--- config.mk ---
export PLATFORM = sky130hd
export DESIGN_NAME = five_byte_rotate_add_cipher_top
export DESIGN_NICKNAME = d
export VERILOG_FILES = /design/src/sv/fbrac_pkg.sv /design/src/sv/fbrac_round.sv /design/src/sv/fbrac_out.sv /design/src/sv/five_byte_rotate_add_cipher_top.sv
export SDC_FILE = /design/constraint.sdc
export NUM_CORES = 1
export LEC_CHECK = 0
export ABC_AREA = 1
export BUFFER_PORTS_ARGS = -buffer_cell sky130_fd_sc_hd__buf_2
export CORE_UTILIZATION = 48
export DETAILED_ROUTE_END_ITERATION = 16
export HOLD_SLACK_MARGIN = 0.02
export PLACE_DENSITY = 0.65
export SYNTH_ARGS = -nofsm -noshare
export SYNTH_HDL_FRONTEND = slang
export SYNTH_SLANG_ARGS = --single-unit
--- constraint.sdc ---
create_clock -name clock -period 2.3 [get_ports clock]
set_input_delay 0.23 -clock clock [delete_from_list [all_inputs] [get_ports clock]]
set_output_delay 0.23 -clock clock [all_outputs]
set_load 0.01 [all_outputs]
--- src/sv/fbrac_pkg.sv ---
// Shared types, constants and helper functions for the five-byte rotate/add cipher.
// No dependencies; every other file in this block imports it.
`default_nettype none

package fbrac_pkg;

   localparam int NUM_ROUNDS = 5;
   localparam int BYTE_W     = 8;
   localparam int ROT_W      = 3;
   localparam int NIB_W      = 4;
   localparam int CHECK_W    = 5;

   // Operation codes carried on req_opcode.
   localparam logic OP_ENCRYPT = 1'b0;
   localparam logic OP_DECRYPT = 1'b1;

   // Per-round additive constant and the byte whose low bits set the rotation.
   localparam logic [BYTE_W-1:0] ROUND_CONST [NUM_ROUNDS] = '{
      8'h56, 8'h4F, 8'h4C, 8'h4B, 8'h53
   };
   localparam int ROT_SRC [NUM_ROUNDS] = '{4, 0, 3, 1, 2};

   // Marker bit that is always set in the check byte.
   localparam logic CHECK_MARK = 1'b1;

   typedef logic [NUM_ROUNDS-1:0][BYTE_W-1:0] block_type;

   // One pipeline beat: valid bit, mode, the block and the decrypt check nibble.
   typedef struct packed {
      logic              valid;
      logic              opcode;
      block_type         data;
      logic [NIB_W-1:0]  chk_nib;
   } stage_type;

   function automatic logic [BYTE_W-1:0] rot_right8(input logic [BYTE_W-1:0] v,
                                                    input logic [ROT_W-1:0]  r);
      logic [2*BYTE_W-1:0] w;
      w = {v, v} >> r;
      return w[BYTE_W-1:0];
   endfunction

   function automatic logic [BYTE_W-1:0] rot_left8(input logic [BYTE_W-1:0] v,
                                                   input logic [ROT_W-1:0]  r);
      logic [2*BYTE_W-1:0] w;
      w = {v, v} << r;
      return w[2*BYTE_W-1:BYTE_W];
   endfunction

   function automatic logic [BYTE_W-1:0] xor_all(input block_type b);
      logic [BYTE_W-1:0] x;
      x = '0;
      for (int i = 0; i < NUM_ROUNDS; i++) begin
         x = x ^ b[i];
      end
      return x;
   endfunction

   // Fold the XOR of all bytes into one nibble.
   function automatic logic [NIB_W-1:0] fold_nib(input block_type b);
      logic [BYTE_W-1:0] x;
      x = xor_all(b);
      return x[NIB_W-1:0] ^ x[BYTE_W-1:NIB_W];
   endfunction

endpackage

`default_nettype wire

--- src/sv/fbrac_round.sv ---
// One pipeline stage of the cipher: encrypt round STAGE or decrypt round
// (NUM_ROUNDS-1-STAGE), selected per beat by the opcode. Depends on fbrac_pkg.
`default_nettype none

module fbrac_round
   import fbrac_pkg::*;
#(
   parameter int STAGE = 0
) (
   input  wire logic      clock,
   input  wire logic      reset,
   input  wire stage_type stage_in,
   output stage_type      stage_out
);

   localparam int ENC_K = STAGE;
   localparam int DEC_K = NUM_ROUNDS - 1 - STAGE;

   stage_type         stage_ff;
   stage_type         stage_next_in;
   logic [BYTE_W-1:0] all_x;
   logic [BYTE_W-1:0] enc_byte;
   logic [BYTE_W-1:0] dec_diff;
   logic [BYTE_W-1:0] dec_byte;

   // Round arithmetic for both directions; the opcode picks the one that applies.
   always_comb begin
      all_x    = xor_all(stage_in.data);
      enc_byte = rot_right8(all_x, stage_in.data[ROT_SRC[ENC_K]][ROT_W-1:0])
                 + ROUND_CONST[ENC_K];
      dec_diff = stage_in.data[DEC_K] - ROUND_CONST[DEC_K];
      dec_byte = rot_left8(dec_diff, stage_in.data[ROT_SRC[DEC_K]][ROT_W-1:0])
                 ^ all_x ^ stage_in.data[DEC_K];

      stage_next_in = stage_in;
      if (stage_in.opcode == OP_DECRYPT) begin
         stage_next_in.data[DEC_K] = dec_byte;
      end else begin
         stage_next_in.data[ENC_K] = enc_byte;
      end
   end

   // Stage register; only the valid bit is reset.
   always_ff @(posedge clock) begin
      if (reset) begin
         stage_ff.valid <= 1'b0;
      end else begin
         stage_ff.valid <= stage_next_in.valid;
      end
      stage_ff.opcode  <= stage_next_in.opcode;
      stage_ff.data    <= stage_next_in.data;
      stage_ff.chk_nib <= stage_next_in.chk_nib;
   end

   assign stage_out = stage_ff;

endmodule

`default_nettype wire

--- src/sv/fbrac_out.sv ---
// Output stage: forms the check byte from the ciphertext and registers the
// result beat with its strobe. Depends on fbrac_pkg.
`default_nettype none

module fbrac_out
   import fbrac_pkg::*;
(
   input  wire logic               clock,
   input  wire logic               reset,
   input  wire stage_type          stage_in,
   output logic                    rsp_valid,
   output block_type               rsp_block,
   output logic [CHECK_W-1:0]      rsp_check
);

   logic                 rsp_valid_ff;
   block_type            rsp_block_ff;
   logic [CHECK_W-1:0]   rsp_check_ff;
   logic [NIB_W-1:0]     nib_in;

   // Encryption checks the result block; decryption carried its input nibble along.
   always_comb begin
      if (stage_in.opcode == OP_DECRYPT) begin
         nib_in = stage_in.chk_nib;
      end else begin
         nib_in = fold_nib(stage_in.data);
      end
   end

   always_ff @(posedge clock) begin
      if (reset) begin
         rsp_valid_ff <= 1'b0;
      end else begin
         rsp_valid_ff <= stage_in.valid;
      end
      rsp_block_ff <= stage_in.data;
      rsp_check_ff <= {CHECK_MARK, nib_in};
   end

   assign rsp_valid = rsp_valid_ff;
   assign rsp_block = rsp_block_ff;
   assign rsp_check = rsp_check_ff;

endmodule

`default_nettype wire

--- src/sv/five_byte_rotate_add_cipher_top.sv ---
// Five-byte rotate/add cipher, one round per pipeline stage.
// A beat accepted at a clock edge is strobed on rsp_valid after passing six register stages
// (the round registers, then the result register; the first is loaded at the accept).
// Throughput: one beat per cycle; busy stays low and the receiver cannot stall.
// Reset clears only the stage valid bits and the result strobe; nothing else is kept.
// Depends on fbrac_pkg, fbrac_round and fbrac_out.
`default_nettype none

module five_byte_rotate_add_cipher_top
   import fbrac_pkg::*;
(
   input  wire logic               clock,
   input  wire logic               reset,
   input  wire logic               start,
   output logic                    busy,
   input  wire logic               req_opcode,
   input  wire logic [BYTE_W-1:0]  req_in_byte_0,
   input  wire logic [BYTE_W-1:0]  req_in_byte_1,
   input  wire logic [BYTE_W-1:0]  req_in_byte_2,
   input  wire logic [BYTE_W-1:0]  req_in_byte_3,
   input  wire logic [BYTE_W-1:0]  req_in_byte_4,
   output logic                    rsp_valid,
   output logic [BYTE_W-1:0]       rsp_out_byte_0,
   output logic [BYTE_W-1:0]       rsp_out_byte_1,
   output logic [BYTE_W-1:0]       rsp_out_byte_2,
   output logic [BYTE_W-1:0]       rsp_out_byte_3,
   output logic [BYTE_W-1:0]       rsp_out_byte_4,
   output logic [CHECK_W-1:0]      rsp_check_byte
);

   stage_type          stage [NUM_ROUNDS+1];
   stage_type          entry_beat;
   block_type          out_block;
   block_type          in_block;

   // The pipeline never holds input off.
   assign busy = 1'b0;

   // Build the entry beat; the decrypt check nibble comes from the input ciphertext.
   always_comb begin
      in_block             = {req_in_byte_4, req_in_byte_3, req_in_byte_2,
                              req_in_byte_1, req_in_byte_0};
      entry_beat.valid     = start & ~busy;
      entry_beat.opcode    = req_opcode;
      entry_beat.data      = in_block;
      entry_beat.chk_nib   = fold_nib(in_block);
   end

   assign stage[0] = entry_beat;

   // Round stages.
   for (genvar g = 0; g < NUM_ROUNDS; g++) begin : g_round
      fbrac_round #(
         .STAGE(g)
      ) u_round (
         .clock     (clock),
         .reset     (reset),
         .stage_in  (stage[g]),
         .stage_out (stage[g+1])
      );
   end

   // Result register and check byte.
   fbrac_out u_out (
      .clock     (clock),
      .reset     (reset),
      .stage_in  (stage[NUM_ROUNDS]),
      .rsp_valid (rsp_valid),
      .rsp_block (out_block),
      .rsp_check (rsp_check_byte)
   );

   assign rsp_out_byte_0 = out_block[0];
   assign rsp_out_byte_1 = out_block[1];
   assign rsp_out_byte_2 = out_block[2];
   assign rsp_out_byte_3 = out_block[3];
   assign rsp_out_byte_4 = out_block[4];

endmodule

`default_nettype wire

==> results.json <==
{
  "status": "finished, final reports clean",
  "ff2ff_path_depth": 19,
  "cp_top_family": "simple AND/OR/NAND/NOR gates",
  "p_switching_mw": 9.70,
  "ctsLongestPathBuffers": 3,
  "max_freq_mhz": 457,
  "ys_types": 42,
  "initial_utilization": 0.492,
  "ir_worst_vdd_v": 0.000684,
  "drt_wl_total_um": 42600,
  "numCtsBuffers": 29,
  "wl_per_cell_um": 16.1,
  "timing.final.crit_share": 0.952,
  "insertion_delay_ns": 0.56,
  "setup_viol": 0,
  "hpwlAfterDp_um": 33900,
  "drcViolationCount": 0,
  "p_clk_frac": 0.200,
  "pwr-share-seq": 0.322,
  "cp_num_buf_inv": 2,
  "ff2ff_setup_slack_ns": 0.11,
  "crit_path_end_kind": "flip-flop",
  "num_io_pins": 91,
  "rr_endpoint": "g_round[3].u_round.stage_out[32]",
  "drt-pass1-iter-count": 6,
  "drv_slew": 0,
  "cp_data_arrival_time_ns": 2.63,
  "mostFrequentLayoutCell": "nand2_1",
  "cp_cell_sequence": "inv_1 > nand2_1 > nand2_1 > nand2_1 > nand2_1 > nand2_2 > nand2_2 > nand2_2 > nand3_2 > nand2_1 > nand2_1 > nand2_2 > ha_2 > or2_1 > nand2_2 > nand2_1 > nand2_1 > o22ai_1 > buf_4",
  "nNetsFinal": 2303,
  "comb_power_share": 0.478,
  "grt_overflow": 0,
  "cp_slowest_stage_delay_ns": 0.31,
  "diodes": 0,
  "tightestPinTransition_ns": 0.551,
  "period_needed_ns": 2.19,
  "grt_max_degree": 20,
  "ant_nets": 0,
  "skew_ns": 0.0185,
  "drv_cap": 0,
  "ys_seq_area_frac": 0.386,
  "synth-async-reset-ratio": 0,
  "syn_inst": 2073,
  "total_power_mw": 22.8,
  "synth_edf_count": 0,
  "hold_path_depth": 3,
  "grt_pass1_vias": 12702,
  "area_growth_pct": 20.6,
  "synth_ff_type": "dfxtp_1",
  "leakagePower_nw": 8.73,
  "syn-cell-area_mm2": 0.0143,
  "port_buffers": 88,
  "nFillCells": 2763,
  "rows": 62,
  "dieArea_mm2": 0.0304,
  "powerDensity_mw_per_mm2": 1320,
  "htreeDepth": 1,
  "core_mm2": 0.0290,
  "vias": 13853,
  "synthesis.nets": 2127,
  "p_int_mw": 13.1,
  "grt_setup_unrepaired": "true",
  "gp_congestion": 0.936,
  "track_usage": 0.275,
  "avgSynthCellArea_um2": 6.89,
  "die_w_um": 174,
  "fin_cells": 2652,
  "cpMostUsedCell": "nand2_1",
  "critical_path.max_fanout": 4,
  "ctsRootBufferMaster": "clkbuf_16",
  "holdCritPathClass": "input pin to flip-flop",
  "place_inst": 2561,
  "critical_path.startpoint_type": "flip-flop",
  "vias_per_cell": 5.22,
  "crit_type": "flip-flop to flip-flop",
  "antenna_found_initial": 2,
  "grt_pass1_wl_um": 65600,
  "r2r-start": "g_round[2].u_round.stage_out[32]",
  "relSlewSlack": 0.632,
  "cts_tree": "done",
  "numClockSinks": 275,
  "clk_pin_slew_worst_paths_ns": 0.06,
  "critPathSlowestCell": "dfxtp_1",
  "die_y_um": 174,
  "ys_seq_elements": 275,
  "final_cell_mix": "nand2_1 (658), nand3_1 (371), dfxtp_1 (242)",
  "min-delay-start": "req_in_byte_0[1]",
  "hold_slack_ns": 0.0515,
  "min_to": "g_round[0].u_round.stage_out[5]",
  "drive_above_1_share": 0.175,
  "hold_viol_final": 0,
  "drt_iter0_markers": 926,
  "required_ns": 2.74,
  "power.share.switching": 0.425,
  "synth_warnings": 0
}
-- layout make-up --
cell class,instances,area [um2],share of cell area
multi-input cells,1534,8040,0.467
flip-flops and latches,275,5560,0.323
repair buffers,204,1420,0.0826
clock buffers,37,796,0.0462
inverters,205,790,0.0459
well taps,384,480,0.0279
clock inverters,13,131,0.00763
-- per-stage QoR --
stage | setup slack [ns] | setup TNS (ns) | utilization | cell area (um2)
final | 0.111 | 0 | 0.593 | 17200
after CTS | 0.00795 | 0 | 0.577 | 16800
after global routing | -0.0698 | -0.260 | 0.593 | 17200
after detailed placement | 0.0368 | 0 | 0.532 | 15400
after global placement | 0.0688 | 0 | 0.532 | 15400
after floorplan | 0.306 | 0 | - | 14300
-- flip-flops by register name, summed over array words and instances (netlist names) --
name and cells:
g_round.u_round.stage_out 230, u_out.rsp_block 40, u_out.rsp_check 4, u_out.rsp_valid 1
-- how the worst max path moves through the flow --
stage / start / end / slack, ns / depth (start not counted)
3_5_place_dp: g_round[1].u_round.stage_out[29] / g_round[2].u_round.stage_out[21] / 0.04 / 7
4_1_cts: g_round[0].u_round.stage_out[29] / g_round[1].u_round.stage_out[16] / 0.008 / 16
3_3_place_gp: g_round[0].u_round.stage_out[29] / g_round[1].u_round.stage_out[18] / 0.07 / 15
2_1_floorplan: g_round[2].u_round.stage_out[6] / g_round[3].u_round.stage_out[34] / 0.31 / 15
5_1_grt: g_round[2].u_round.stage_out[30] / g_round[3].u_round.stage_out[32] / -0.07 / 18
6_report: g_round[2].u_round.stage_out[32] / g_round[3].u_round.stage_out[32] / 0.11 / 19
-- power by group through the flow --
| stage | clock, mW | combinational (mW) | sequential, mW |
|---|---|---|---|
| floorplan | 0 | 7.27 | 7.23 |
| global placement | 0 | 10.2 | 7.37 |
| detailed placement | 0 | 10.3 | 7.42 |
| CTS | 4.64 | 10.4 | 7.32 |
| global route | 4.85 | 12.1 | 7.51 |
| finish | 4.56 | 10.9 | 7.34 |
-- logic make-up (layout without fill, tap and decap cells) --
logic type | after synthesis | in the layout | share of synthesized area
fa+ha+maj | 10 | 10 | 0.00876
buf+inv | 264 | 459 | 0.0765
simple gates | 1238 | 1238 | 0.386
xor+xnor | 141 | 141 | 0.0865
other cells | 2 | 2 | 0.000526
compound gates | 139 | 139 | 0.0532
flops | 275 | 275 | 0.386
mux | 4 | 4 | 0.00280
-- cell usage after synthesis, types with 12 or more instances --
cell type  number  area share
a21oi_1        17      0.0060
buf_2          18      0.0063
buf_4          15      0.0079
clkbuf_1       22      0.0058
dfxtp_1       275        0.39
inv_1         179       0.047
inv_2          12      0.0032
nand2_1       681        0.18
nand2_2        17      0.0074
nand3_1       412        0.14
nand3_2        15       0.011
nand3b_1       15      0.0079
nand4_1        31       0.014
nor2_1         36      0.0095
o21ai_0        68       0.024
o21ai_1        27      0.0095
or2_1          12      0.0053
xnor2_1        53       0.033
xor2_1         88       0.054
-- repair_timing --
item,in CTS,in global routing
hold buffers,38,0
setup endpoints to repair,0,41
gates resized for setup,0,134
endpoints found under the hold margin,41,0
buffers inserted,0,4
-- worst register-to-register path: cells and delay by family, from the launching register on --
kind | cells | cell delay [ns]
and+or+nand+nor | 15 | 1.28
adders and majority gates | 1 | 0.19
buffers and inverters | 2 | 0.24
AOI/OAI and AO/OA | 1 | 0.07
DFF | 1 | 0.31
-- metal layers --
metal / GRT usage / up-vias / share of wire
met4: 0.123 / 0 / 0.043
met1: 0.332 / 6255 / 0.41
met2: 0.484 / 443 / 0.49
met5: 0 / - / 0
li1: - / 7065 / -
met3: 0.0381 / 90 / 0.057
Note: power is estimated with default switching activity, not from simulation.
